$ cat src/sv/pfp_pkg.sv
// Shared types and constants for the particle frame parser.
`default_nettype none

package pfp_pkg;

  localparam logic [7:0]  START_BYTE_A  = 8'h42;
  localparam logic [7:0]  START_BYTE_B  = 8'h4D;
  localparam logic [15:0] LENGTH_EXPECT = 16'd28;
  localparam logic [15:0] SUM_SEED      = 16'h008F;  // 0x42 + 0x4D

  // Frame byte positions while collecting.
  localparam logic [4:0] POS_FIRST    = 5'd2;
  localparam logic [4:0] POS_LEN_HI   = 5'd2;
  localparam logic [4:0] POS_LEN_LO   = 5'd3;
  localparam logic [4:0] POS_VAL_HI   = 5'd12;
  localparam logic [4:0] POS_VAL_LO   = 5'd13;
  localparam logic [4:0] POS_SUM_END  = 5'd30;
  localparam logic [4:0] POS_LAST     = 5'd31;

  localparam logic [1:0] ST_OK        = 2'd0;
  localparam logic [1:0] ST_BAD_START = 2'd1;
  localparam logic [1:0] ST_BAD_LEN   = 2'd2;
  localparam logic [1:0] ST_BAD_SUM   = 2'd3;

  typedef enum logic [2:0] {
    PH_HUNT    = 3'b001,
    PH_SECOND  = 3'b010,
    PH_COLLECT = 3'b100
  } phase_t;

  typedef struct packed {
    logic        valid;
    logic [1:0]  status;
    logic [15:0] value;
  } result_t;

endpackage

`default_nettype wire

$ cat src/sv/pfp_parser.sv
// Frame parser state and the per-word decision logic.
`default_nettype none

module pfp_parser (
  input  wire logic        clk,
  input  wire logic        rst,
  input  wire logic        step,
  input  wire logic [7:0]  rx_byte,
  output pfp_pkg::result_t res
);

  pfp_pkg::phase_t phase, phase_next;
  logic [4:0]  byte_position, byte_position_next;
  logic [15:0] running_sum, running_sum_next;
  logic [15:0] length_word, length_word_next;
  logic [15:0] captured_value, captured_value_next;
  logic [7:0]  checksum_high, checksum_high_next;
  logic [15:0] trailer;

  assign trailer = {checksum_high, rx_byte};

  always_comb begin
    phase_next          = phase;
    byte_position_next  = byte_position;
    running_sum_next    = running_sum;
    length_word_next    = length_word;
    captured_value_next = captured_value;
    checksum_high_next  = checksum_high;
    res                 = '0;
    case (phase)
      pfp_pkg::PH_SECOND: begin
        if (rx_byte != pfp_pkg::START_BYTE_B) begin
          // The failing word is not rechecked as a start word.
          phase_next = pfp_pkg::PH_HUNT;
          res.valid  = 1'b1;
          res.status = pfp_pkg::ST_BAD_START;
        end else begin
          phase_next         = pfp_pkg::PH_COLLECT;
          byte_position_next = pfp_pkg::POS_FIRST;
          running_sum_next   = pfp_pkg::SUM_SEED;
        end
      end
      pfp_pkg::PH_COLLECT: begin
        if (byte_position < pfp_pkg::POS_SUM_END) begin
          running_sum_next = running_sum + {8'd0, rx_byte};
        end
        case (byte_position)
          pfp_pkg::POS_LEN_HI:  length_word_next    = {rx_byte, 8'd0};
          pfp_pkg::POS_LEN_LO:  length_word_next    = {length_word[15:8], rx_byte};
          pfp_pkg::POS_VAL_HI:  captured_value_next = {rx_byte, 8'd0};
          pfp_pkg::POS_VAL_LO:  captured_value_next = {captured_value[15:8], rx_byte};
          pfp_pkg::POS_SUM_END: checksum_high_next  = rx_byte;
          default: ;
        endcase
        if (byte_position == pfp_pkg::POS_LAST) begin
          phase_next         = pfp_pkg::PH_HUNT;
          byte_position_next = '0;
          res.valid          = 1'b1;
          if (length_word != pfp_pkg::LENGTH_EXPECT) begin
            res.status = pfp_pkg::ST_BAD_LEN;
          end else if (trailer != running_sum) begin
            res.status = pfp_pkg::ST_BAD_SUM;
          end else begin
            res.status = pfp_pkg::ST_OK;
            res.value  = captured_value;
          end
        end else begin
          byte_position_next = byte_position + 5'd1;
        end
      end
      default: begin
        if (rx_byte == pfp_pkg::START_BYTE_A) begin
          phase_next = pfp_pkg::PH_SECOND;
        end
      end
    endcase
  end

  always_ff @(posedge clk) begin
    if (rst) begin
      phase          <= pfp_pkg::PH_HUNT;
      byte_position  <= '0;
      running_sum    <= '0;
      length_word    <= '0;
      captured_value <= '0;
      checksum_high  <= '0;
    end else if (step) begin
      phase          <= phase_next;
      byte_position  <= byte_position_next;
      running_sum    <= running_sum_next;
      length_word    <= length_word_next;
      captured_value <= captured_value_next;
      checksum_high  <= checksum_high_next;
    end
  end

endmodule

`default_nettype wire

$ cat src/sv/particle_frame_parser_core.sv
// A word waits in the input register until the output register is free or being
// emptied; a frame-ending word or a failed start check writes its result there.
// Throughput: one word per cycle while out_ready is high; a result that waits on
// out_ready stalls the input once the input register also holds a word.
// Reset: synchronous, active high; the parser returns to hunting for a start
// word and both the input and output registers are emptied.
`default_nettype none

module particle_frame_parser_core (
  input  wire logic        clk,
  input  wire logic        rst,
  input  wire logic        in_valid,
  output logic             in_ready,
  input  wire logic [7:0]  rx_byte,
  output logic             out_valid,
  input  wire logic        out_ready,
  output logic [1:0]       frame_status,
  output logic [15:0]      particle_value
);

  logic             s1_valid;
  logic [7:0]       s1_byte;
  logic             advance;
  pfp_pkg::result_t res;

  // A held word moves on once the output register has room for its result.
  assign advance  = s1_valid && (!out_valid || out_ready);
  assign in_ready = !s1_valid || advance;

  always_ff @(posedge clk) begin
    if (rst) begin
      s1_valid <= 1'b0;
    end else if (in_ready) begin
      s1_valid <= in_valid;
    end
  end

  always_ff @(posedge clk) begin
    if (in_valid && in_ready) begin
      s1_byte <= rx_byte;
    end
  end

  pfp_parser u_parser (
    .clk     (clk),
    .rst     (rst),
    .step    (advance),
    .rx_byte (s1_byte),
    .res     (res)
  );

  always_ff @(posedge clk) begin
    if (rst) begin
      out_valid <= 1'b0;
    end else if (advance && res.valid) begin
      out_valid <= 1'b1;
    end else if (out_ready) begin
      out_valid <= 1'b0;
    end
  end

  always_ff @(posedge clk) begin
    if (advance && res.valid) begin
      frame_status   <= res.status;
      particle_value <= res.value;
    end
  end

`ifndef SYNTHESIS
  a_value_only_ok: assert property (@(posedge clk) disable iff (rst)
    out_valid && (frame_status != pfp_pkg::ST_OK) |-> particle_value == 16'd0)
    else $error("particle value nonzero on a failed frame");

  a_stall_blocks_input: assert property (@(posedge clk) disable iff (rst)
    s1_valid && out_valid && !out_ready |-> !in_ready)
    else $error("input taken while held word cannot advance");

  a_reset_empties: assert property (@(posedge clk)
    $past(rst) |-> !out_valid && !s1_valid)
    else $error("registers not empty after reset");
`endif

endmodule

`default_nettype wire
$ cat config.mk
export PLATFORM = sky130hd
export DESIGN_NAME = particle_frame_parser_core
export DESIGN_NICKNAME = d
export VERILOG_FILES = /design/src/sv/pfp_pkg.sv /design/src/sv/pfp_parser.sv /design/src/sv/particle_frame_parser_core.sv
export SDC_FILE = /design/constraint.sdc
export NUM_CORES = 1
export LEC_CHECK = 0
export ABC_CLOCK_PERIOD_IN_PS = 3300
export BUFFER_PORTS_ARGS = -buffer_cell sky130_fd_sc_hd__buf_2
export CORE_UTILIZATION = 25
export DETAILED_ROUTE_END_ITERATION = 12
export GPL_ROUTABILITY_DRIVEN = 1
export PLACE_DENSITY = 0.4
export SLEW_MARGIN = 20
export SYNTH_ARGS = -nofsm -noshare
export SYNTH_HDL_FRONTEND = slang
export SYNTH_SLANG_ARGS = --single-unit
$ cat constraint.sdc
create_clock -name clk -period 3.3 [get_ports clk]
set_input_delay 0.66 -clock clk [delete_from_list [all_inputs] [get_ports clk]]
set_output_delay 0.66 -clock clk [all_outputs]
set_load 0.05 [all_outputs]
==> metrics.cfg, run 1 <==
[cts]
numCtsBuffers=9
ctsRootBufferMaster=clkbuf_16
hold_buffers=0
post_cts_resized=0
cts_tree=done
clock-sinks=92
worstSkewPairLatency_ps=360
cts_setup_buffers=0
h-tree-depth=3
clkTransAtPathRegs_ps=70
clock_path_buffers=2

[finish]
fillCellCount=1768
fin_area_um2=4990
final_cell_mix=66 x dfxtp_1, 60 x nor2_1, 31 x buf_2, 27 x mux2i_1, 26 x edfxtp_1
nNetsFinal=476
n_antenna_cell=0
drive_gt1_frac=0.152
final_util=0.301
final_common_cell=dfxtp_1
stdcell_count=675
syn_to_final_growth_pct=17.4

[logic_synthesis]
synth_cell_types=61
ys_seq_area_frac=0.494
synth-async-reset-ratio=0
synth_edf_count=26
synth_warnings=0
ys.flop_type=dfxtp_1
synth_seq_cells=92
syn_area_per_cell_um2=10.2
syn_nets=443
syn_inst=417
synth.cell_area_um2=4250

[worst_setup_path]
crit_start=s1_byte[5]
cpLargestDelayFamily=simple AND/OR/NAND/NOR gates
worst_ep_required_time_ps=3520
r2r-start=s1_byte[5]
timing.rr.end=particle_value[4]
path_cells=ha_1 > nor4_1 > nand4_1 > nor4_1 > and3b_1 > and2_1
path_common_cell=nor4_1
critPathMaxFanout=16
crit_end=particle_value[4]
slowest_delay_ps=520
critical_path_depth=6
arrival_ps=3000
path_buf_inv=0
path_class=flip-flop to flip-flop
startpoint_type=flip-flop
r2r_cells=6
cp-end-kind=flip-flop
cpMaxStageDelayCell=edfxtp_1
worst-r2r-setup-slack_ps=530

[global_routing]
grt_pass1_vias=3122
overflow=0
grt_use_total=0.131
grt_pass1_wl_mm=17.4
grt_antenna_before_repair=0
grt_max_degree=41

[status]
status=completed

[route]
drc=0
viasPerCell=4.74
num_vias=3199
drtIter0Drc=182
ant_nets=0
first_pass_iters=4
wirelength_mm=10.8
wire_per_inst_um=16.0

[pwr]
p_leak_nw=1.88
p_total_mw=2.37
peakVddDrop_mv=0.243
pwr_density_cell_nw_per_um2=475

[sta]
rsz0062_at_grt=false
max-slew-margin-rel=0.440
setup_viol_count_final=0
skew_ps=9.48
worst_pin_slew_ps=833
timing.fmax_mhz=361
slew_violations=0
holdWs_ps=483
hold_viol=0
fin_crit_sh=0.840
fin_ws_ps=528
fin_crit_ps=2770
setup_tns_ps=0

[floorplanning]
dieWidth_um=132
rows=47
core_um2=16600
fp.dieArea_um2=17500
ioPinCount=32
die_y_um=132
start_util=0.256

[place]
dpl-instance-area_um2=4680
gp_congestion=0.877
port_buffers=31
dp_hpwl_mm=7.93
dpl.cell_count=659
place_ws_ps=498

[min_path]
hold_path_depth=1
hold_class=primary input to flip-flop

[run]
cap_viol_max_count=0

## registers in the layout, indices dropped and copies added (netlist names), 2 cells and up
register,cells
frame_status,2
particle_value,16
s1_byte,8
u_parser.byte_position,5
u_parser.captured_value,16
u_parser.checksum_high,8
u_parser.length_word,16
u_parser.phase,3
u_parser.running_sum,16
## layer usage
layer	global-route usage	up-vias	wire, um
li1	-	1611	-
met1	0.167	1516	5240
met2	0.210	58	4980
met3	0.0368	14	422
met4	0.0460	0	167
met5	0	-	0
## cells by family after synthesis
group                      after synthesis  synth area share
buffers and inverters                   25            0.0241
adders and majority gates               14            0.0430
muxes                                   27            0.0635
AOI/OAI and AO/OA                       74             0.129
xor gates and xnor gates                11            0.0227
and+or+nand+nor                        174             0.224
DFF                                     92             0.494
## worst min-delay path by stage
stage                                    start                         end  slack [ps]
finish                              rx_byte[3]                  s1_byte[3]         480
global route                        rx_byte[6]                  s1_byte[6]         470
detailed placement     u_parser.running_sum[4]     u_parser.running_sum[4]         470
CTS                                 rx_byte[3]                  s1_byte[3]         470
floorplan              u_parser.running_sum[4]     u_parser.running_sum[4]         440
global placement    u_parser.captured_value[9]  u_parser.captured_value[9]         470
## power breakdown
group / switching, mW / internal (mW)
Combinational: 0.0491 / 0.0275
Sequential: 0.0189 / 1.17
Clock: 0.503 / 0.608
Total: 0.571 / 1.80
## synthesized netlist by cell type, types with 6 or more instances
cell / number / area (um2)
dfxtp_1: 66 / 1320
nor2_1: 60 / 225
mux2i_1: 27 / 270
edfxtp_1: 26 / 781
and2_1: 18 / 113
a22oi_1: 16 / 120
a21oi_1: 15 / 75.1
clkbuf_1: 14 / 52.6
nand2_1: 14 / 52.6
ha_1: 13 / 163
nor4_1: 11 / 68.8
nor3_1: 10 / 50.1
nand4_1: 8 / 50.1
xnor2_1: 8 / 70.1
nand2b_1: 7 / 43.8
nand3_1: 7 / 35.0
inv_1: 6 / 22.5
o21ai_0: 6 / 30.0
or4_1: 6 / 45.0
## layout make-up
| type | count | area (um2) | share of cell area |
|---|---|---|---|
| clock buffers | 9 | 225 | 0.0451 |
| multi-input cells | 300 | 2050 | 0.411 |
| clock inverters | 7 | 87.6 | 0.0175 |
| well taps | 220 | 275 | 0.0551 |
| inverters | 6 | 22.5 | 0.00451 |
| flip-flops and latches | 92 | 2100 | 0.421 |
| repair buffers | 41 | 230 | 0.0461 |
Note: power is estimated with default switching activity, not from simulation.
==> inputs of run 2 (changes only) <==
Settings changed: ABC_CLOCK_PERIOD_IN_PS 3300 to 2600.
Clock period 3.3 ns to 2.6 ns, I/O delays scaled along.
==> run 2 against run 1 <==
Via count is 1.6% higher. Final area is 2.8% higher. First-iteration DRC count is 26% lower. Largest power group unchanged. Highest routed layer unchanged. Total power is 24% higher. Worst hold slack worse by 140 ps. Largest cell class unchanged. Wire length is 1.5% higher. Clock power is 18% higher. Critical endpoint is now particle_value[1]. Fmax is 16% higher.
==> metrics.cfg, run 2 (synthesized netlist as in run 1, its figures left out) <==
[cts]
post_cts_resized=0  ; unchanged
numCtsBuffers=9  ; unchanged
cts_setup_buffers=0  ; unchanged
clock-sinks=92  ; unchanged
worstSkewPairLatency_ps=350  ; was 360 ps
clock_path_buffers=2  ; unchanged
h-tree-depth=3  ; unchanged
hold_buffers=0  ; unchanged
cts_tree=done  ; unchanged
ctsRootBufferMaster=clkbuf_16  ; unchanged
clkTransAtPathRegs_ps=70  ; about the same

[floorplanning]
dieWidth_um=132  ; unchanged
fp.dieArea_um2=17500  ; unchanged
start_util=0.256  ; unchanged
rows=47  ; unchanged
core_um2=16600  ; unchanged
ioPinCount=32  ; unchanged
die_y_um=132  ; unchanged

[worst_setup_path]
path_buf_inv=3  ; was 0
r2r_cells=9  ; was 6
cpMaxStageDelayCell=edfxtp_1  ; unchanged
crit_end=particle_value[1]  ; was particle_value[4]
arrival_ps=2610  ; was 3000 ps
worst-r2r-setup-slack_ps=210  ; was 530 ps
worst_ep_required_time_ps=2820  ; was 3520 ps
path_class=flip-flop to flip-flop  ; unchanged
path_cells=ha_1 > nor4_1 > buf_4 > nand4_1 > nor4_1 > buf_4 > and3b_1 > buf_12 > and2_1  ; was ha_1 > nor4_1 > nand4_1 > nor4_1 > and3b_1 > and2_1
slowest_delay_ps=400  ; was 520 ps
r2r-start=s1_byte[1]  ; was s1_byte[5]
timing.rr.end=particle_value[1]  ; was particle_value[4]
cpLargestDelayFamily=simple AND/OR/NAND/NOR gates  ; unchanged
startpoint_type=flip-flop  ; unchanged
cp-end-kind=flip-flop  ; unchanged
critical_path_depth=9  ; was 6
critPathMaxFanout=16  ; unchanged
crit_start=s1_byte[1]  ; was s1_byte[5]

[sta]
fin_crit_sh=0.920  ; was 0.840
fin_crit_ps=2390  ; was 2770 ps
max-slew-margin-rel=0.531  ; was 0.440
setup_tns_ps=0  ; unchanged
hold_viol=0  ; unchanged
rsz0062_at_grt=false  ; unchanged
setup_viol_count_final=0  ; unchanged
skew_ps=12.5  ; was 9.48 ps
slew_violations=0  ; unchanged
timing.fmax_mhz=418  ; was 361 MHz
worst_pin_slew_ps=697  ; was 833 ps
holdWs_ps=343  ; was 483 ps

[route]
drtIter0Drc=134  ; was 182
wirelength_mm=11.0  ; was 10.8 mm
wire_per_inst_um=15.8  ; was 16.0 um
drc=0  ; unchanged
ant_nets=0  ; unchanged
viasPerCell=4.68  ; was 4.74
first_pass_iters=4  ; unchanged
num_vias=3249  ; was 3199

[finish]
final_cell_mix=66 x dfxtp_1, 60 x nor2_1, 31 x buf_2, 28 x buf_4, 27 x mux2i_1  ; was 66 x dfxtp_1, 60 x nor2_1, 31 x buf_2, 27 x mux2i_1, 26 x edfxtp_1
fillCellCount=1767  ; was 1768
nNetsFinal=495  ; was 476
final_common_cell=dfxtp_1  ; unchanged
syn_to_final_growth_pct=20.7  ; was 17.4%
n_antenna_cell=0  ; unchanged
drive_gt1_frac=0.186  ; was 0.152

[place]
dp_hpwl_mm=8.03  ; was 7.93 mm
gp_congestion=0.752  ; was 0.877
port_buffers=31  ; unchanged

[global_routing]
grt_antenna_before_repair=0  ; unchanged
grt_use_total=0.136  ; was 0.131
overflow=0  ; unchanged
grt_pass1_wl_mm=18.1  ; was 17.4 mm
grt_max_degree=41  ; unchanged
grt_pass1_vias=3210  ; was 3122

[pwr]
p_leak_nw=1.96  ; was 1.88 nW
p_total_mw=2.94  ; was 2.37 mW
peakVddDrop_mv=0.289  ; was 0.243 mV
pwr_density_cell_nw_per_um2=572  ; was 475 nW/um2

[run]
cap_viol_max_count=0  ; unchanged

[min_path]
hold_class=primary input to flip-flop  ; unchanged

[status]
status=completed  ; unchanged

run 2: area by class of cell:
| cell class | instances | area (um2) | share of cell area |
|---|---|---|---|
| sequential | 92 | 2100 | 0.410 |
| multi-input combinational | 300 | 2050 | 0.400 |
| timing repair buffer | 60 | 385 | 0.0751 |
| tap | 220 | 275 | 0.0536 |
| clock buffer | 9 | 225 | 0.0439 |
| clock inverter | 7 | 70.1 | 0.0137 |
| inverter | 6 | 22.5 | 0.00439 |
run 2: layer usage:
metal,up-vias,part of all wire,global-route usage
met3,10,0.033,0.0337
met5,-,0,0
met2,51,0.47,0.214
met4,0,0.018,0.0511
li1,1646,-,-
met1,1542,0.48,0.179
run 2: worst min path at each step:
stage	to	depth (start not counted)	from	slack, ps
2_1_floorplan	u_parser.running_sum[4]	2	u_parser.running_sum[4]	440
4_1_cts	s1_byte[1]	1	rx_byte[1]	330
3_5_place_dp	u_parser.running_sum[4]	2	u_parser.running_sum[4]	460
3_3_place_gp	u_parser.captured_value[14]	2	u_parser.captured_value[14]	470
5_1_grt	s1_byte[1]	1	rx_byte[1]	320
6_report	s1_byte[1]	1	rx_byte[1]	340
run 2: power by group:
part | switching [mW] | internal [mW]
combinational | 0.0873 | 0.0514
sequential | 0.0101 | 1.48
clock | 0.636 | 0.672
total | 0.733 | 2.20
run 2: stage by stage:
step	cells	util	worst slack (ps)	area, um2
2_1_floorplan	417	-	58.2	4250
3_3_place_gp	678	0.292	199	4840
6_report	694	0.309	209	5130
3_5_place_dp	678	0.292	218	4840
4_1_cts	694	0.309	199	5130
5_1_grt	694	0.309	12.6	5130
==> inputs of run 3 (changes only) <==
Settings changed: HOLD_SLACK_MARGIN set to 0.15, PLACE_DENSITY 0.4 to unset.
==> run 3 against run 2 <==
Sequential share of layout area shrank 0.13 points. Sequential power about the same. Count of clock-buffer cells in the layout grew 1. Die area unchanged. Critical path depth down 1. Utilization up 0.098 points. Non-clock buffer count down 2. Setup slack worse by 8.4 ps.
==> metrics.cfg, run 3 (synthesized netlist as in run 1, its figures left out) <==
[global_routing]
overflow=0  ; unchanged
grt_antenna_before_repair=0  ; unchanged
use_met2=0.194  ; was 0.214
grt_pass1_vias=3174  ; was 3210
grt_max_degree=49  ; was 41
grt_pass1_wl_mm=16.3  ; was 18.1 mm
busiest_layer=met2  ; unchanged
grt_use_total=0.120  ; was 0.136
grtUsageMet1=0.154  ; was 0.179
grt_use_met3=0.0230  ; was 0.0337

[sta]
rsz0062_at_grt=false  ; unchanged
fin_crit_ps=2400  ; was 2390 ps
skew_ps=5.02  ; was 12.5 ps
fin_crit_sh=0.923  ; was 0.920
worst_pin_slew_ps=678  ; was 697 ps
slew_violations=0  ; unchanged
setup_viol_count_final=0  ; unchanged
timing.fmax_mhz=417  ; was 418 MHz
setup_tns_ps=0  ; unchanged
max-slew-margin-rel=0.548  ; was 0.531
hold_viol=0  ; unchanged

[worst_setup_path]
path_buf_inv=2  ; was 3
path_class=flip-flop to flip-flop  ; unchanged
critical_path_depth=8  ; was 9
slowest_delay_ps=470  ; was 400 ps
critPathMaxFanout=16  ; unchanged
cp-end-kind=flip-flop  ; unchanged
arrival_ps=2620  ; was 2610 ps
cpMaxStageDelayCell=edfxtp_1  ; unchanged
path_common_cell=buf_4
r2r_cells=8  ; was 9
cpLargestDelayFamily=simple AND/OR/NAND/NOR gates  ; unchanged
startpoint_type=flip-flop  ; unchanged
worst_ep_required_time_ps=2820  ; about the same
path_cells=ha_1 > nor4_1 > nand4_1 > nor4_2 > buf_4 > and3b_1 > buf_4 > and2_1  ; was ha_1 > nor4_1 > buf_4 > nand4_1 > nor4_1 > buf_4 > and3b_1 > buf_12 > and2_1

[finish]
n_antenna_cell=0  ; unchanged
final_common_cell=dfxtp_1  ; unchanged
final_cell_mix=66 x dfxtp_1, 60 x nor2_1, 31 x buf_2, 27 x mux2i_1, 27 x buf_4  ; was 66 x dfxtp_1, 60 x nor2_1, 31 x buf_2, 28 x buf_4, 27 x mux2i_1
syn_to_final_growth_pct=21.1  ; was 20.7%
nNetsFinal=493  ; was 495
fillCellCount=1736  ; was 1767
drive_gt1_frac=0.186  ; about the same
fin_area_um2=5150  ; was 5130 um2

[route]
drc=0  ; unchanged
wirelength_mm=10.2  ; was 11.0 mm
drtIter0Drc=234  ; was 134
first_pass_iters=4  ; unchanged
num_vias=3298  ; was 3249
wire_per_inst_um=14.7  ; was 15.8 um
viasPerCell=4.77  ; was 4.68
ant_nets=0  ; unchanged

[pwr]
p_total_mw=3.06  ; was 2.94 mW
peakVddDrop_mv=0.305  ; was 0.289 mV
pwr_density_cell_nw_per_um2=594  ; was 572 nW/um2
p_leak_nw=1.98  ; was 1.96 nW

[floorplanning]
die_y_um=132  ; unchanged
ioPinCount=32  ; unchanged
core_um2=16600  ; unchanged
dieWidth_um=132  ; unchanged
fp.dieArea_um2=17500  ; unchanged
start_util=0.256  ; unchanged
rows=47  ; unchanged

[run]
cap_viol_max_count=0  ; unchanged

[min_path]
hold_class=primary input to flip-flop  ; unchanged
hold_path_depth=1  ; unchanged

[cts]
h-tree-depth=3  ; unchanged
worstSkewPairLatency_ps=350  ; about the same
clkTransAtPathRegs_ps=70  ; about the same
ctsRootBufferMaster=clkbuf_16  ; unchanged
clock_path_buffers=2  ; unchanged
cts_tree=done  ; unchanged
numCtsBuffers=9  ; unchanged
clock-sinks=92  ; unchanged

[place]
dpl-instance-area_um2=4790  ; was 4840 um2
dp_hpwl_mm=7.39  ; was 8.03 mm
port_buffers=31  ; unchanged
gp_congestion=0.822  ; was 0.752

[status]
status=completed  ; unchanged

[run 3: per-stage QoR]
step,std cells,util,worst slack [ps],hold slack (ps)
after floorplan,417,-,58.2,436
after global placement,673,0.289,102,464
after detailed placement,673,0.289,84.4,469
after CTS,689,0.308,72.3,333
after global routing,692,0.310,33.0,338
final,692,0.310,200,343
[run 3: worst register-to-register path, delay by kind of cell, from the launching register on]
kind	cells	cell delay, ps
buffers and inverters	2	350
and+or+nand+nor	5	1100
adders and majority gates	1	350
DFF	1	470
[run 3: final cells by class]
cell class,instances,area (um2),share of cell area
Sequential cell,92,2100,0.408
Multi-Input combinational cell,300,2070,0.401
Timing Repair Buffer,58,358,0.0695
Tap cell,220,275,0.0535
Clock buffer,10,229,0.0445
Clock inverter,6,95.1,0.0185
Inverter,6,22.5,0.00437
[run 3: path summary, 6_finish.rpt]
check	start	to	slack, ps
worst max-delay path	s1_byte[5]	particle_value[4]	200
worst min-delay path	rx_byte[0]	s1_byte[0]	340
worst max register to register	s1_byte[5]	particle_value[4]	200
worst min register to register	u_parser.running_sum[4]	u_parser.running_sum[4]	480
[run 3: per-layer routing]
layer  up-vias  share of wire
met5         -              0
met1      1573           0.48
met4         0          0.018
li1       1631              -
met3        14          0.042
met2        80           0.46
[run 3: repair_timing]
item	CTS	global route
setup endpoints to repair	0	17
setup buffers	0	3
resized for setup	0	3
endpoints found under the hold margin	0	0
hold buffers	0	0
[run 3: power by group]
part / internal (mW) / switching (mW)
combinational: 0.0492 / 0.0809
clock: 0.855 / 0.581
sequential: 1.48 / 0.0112
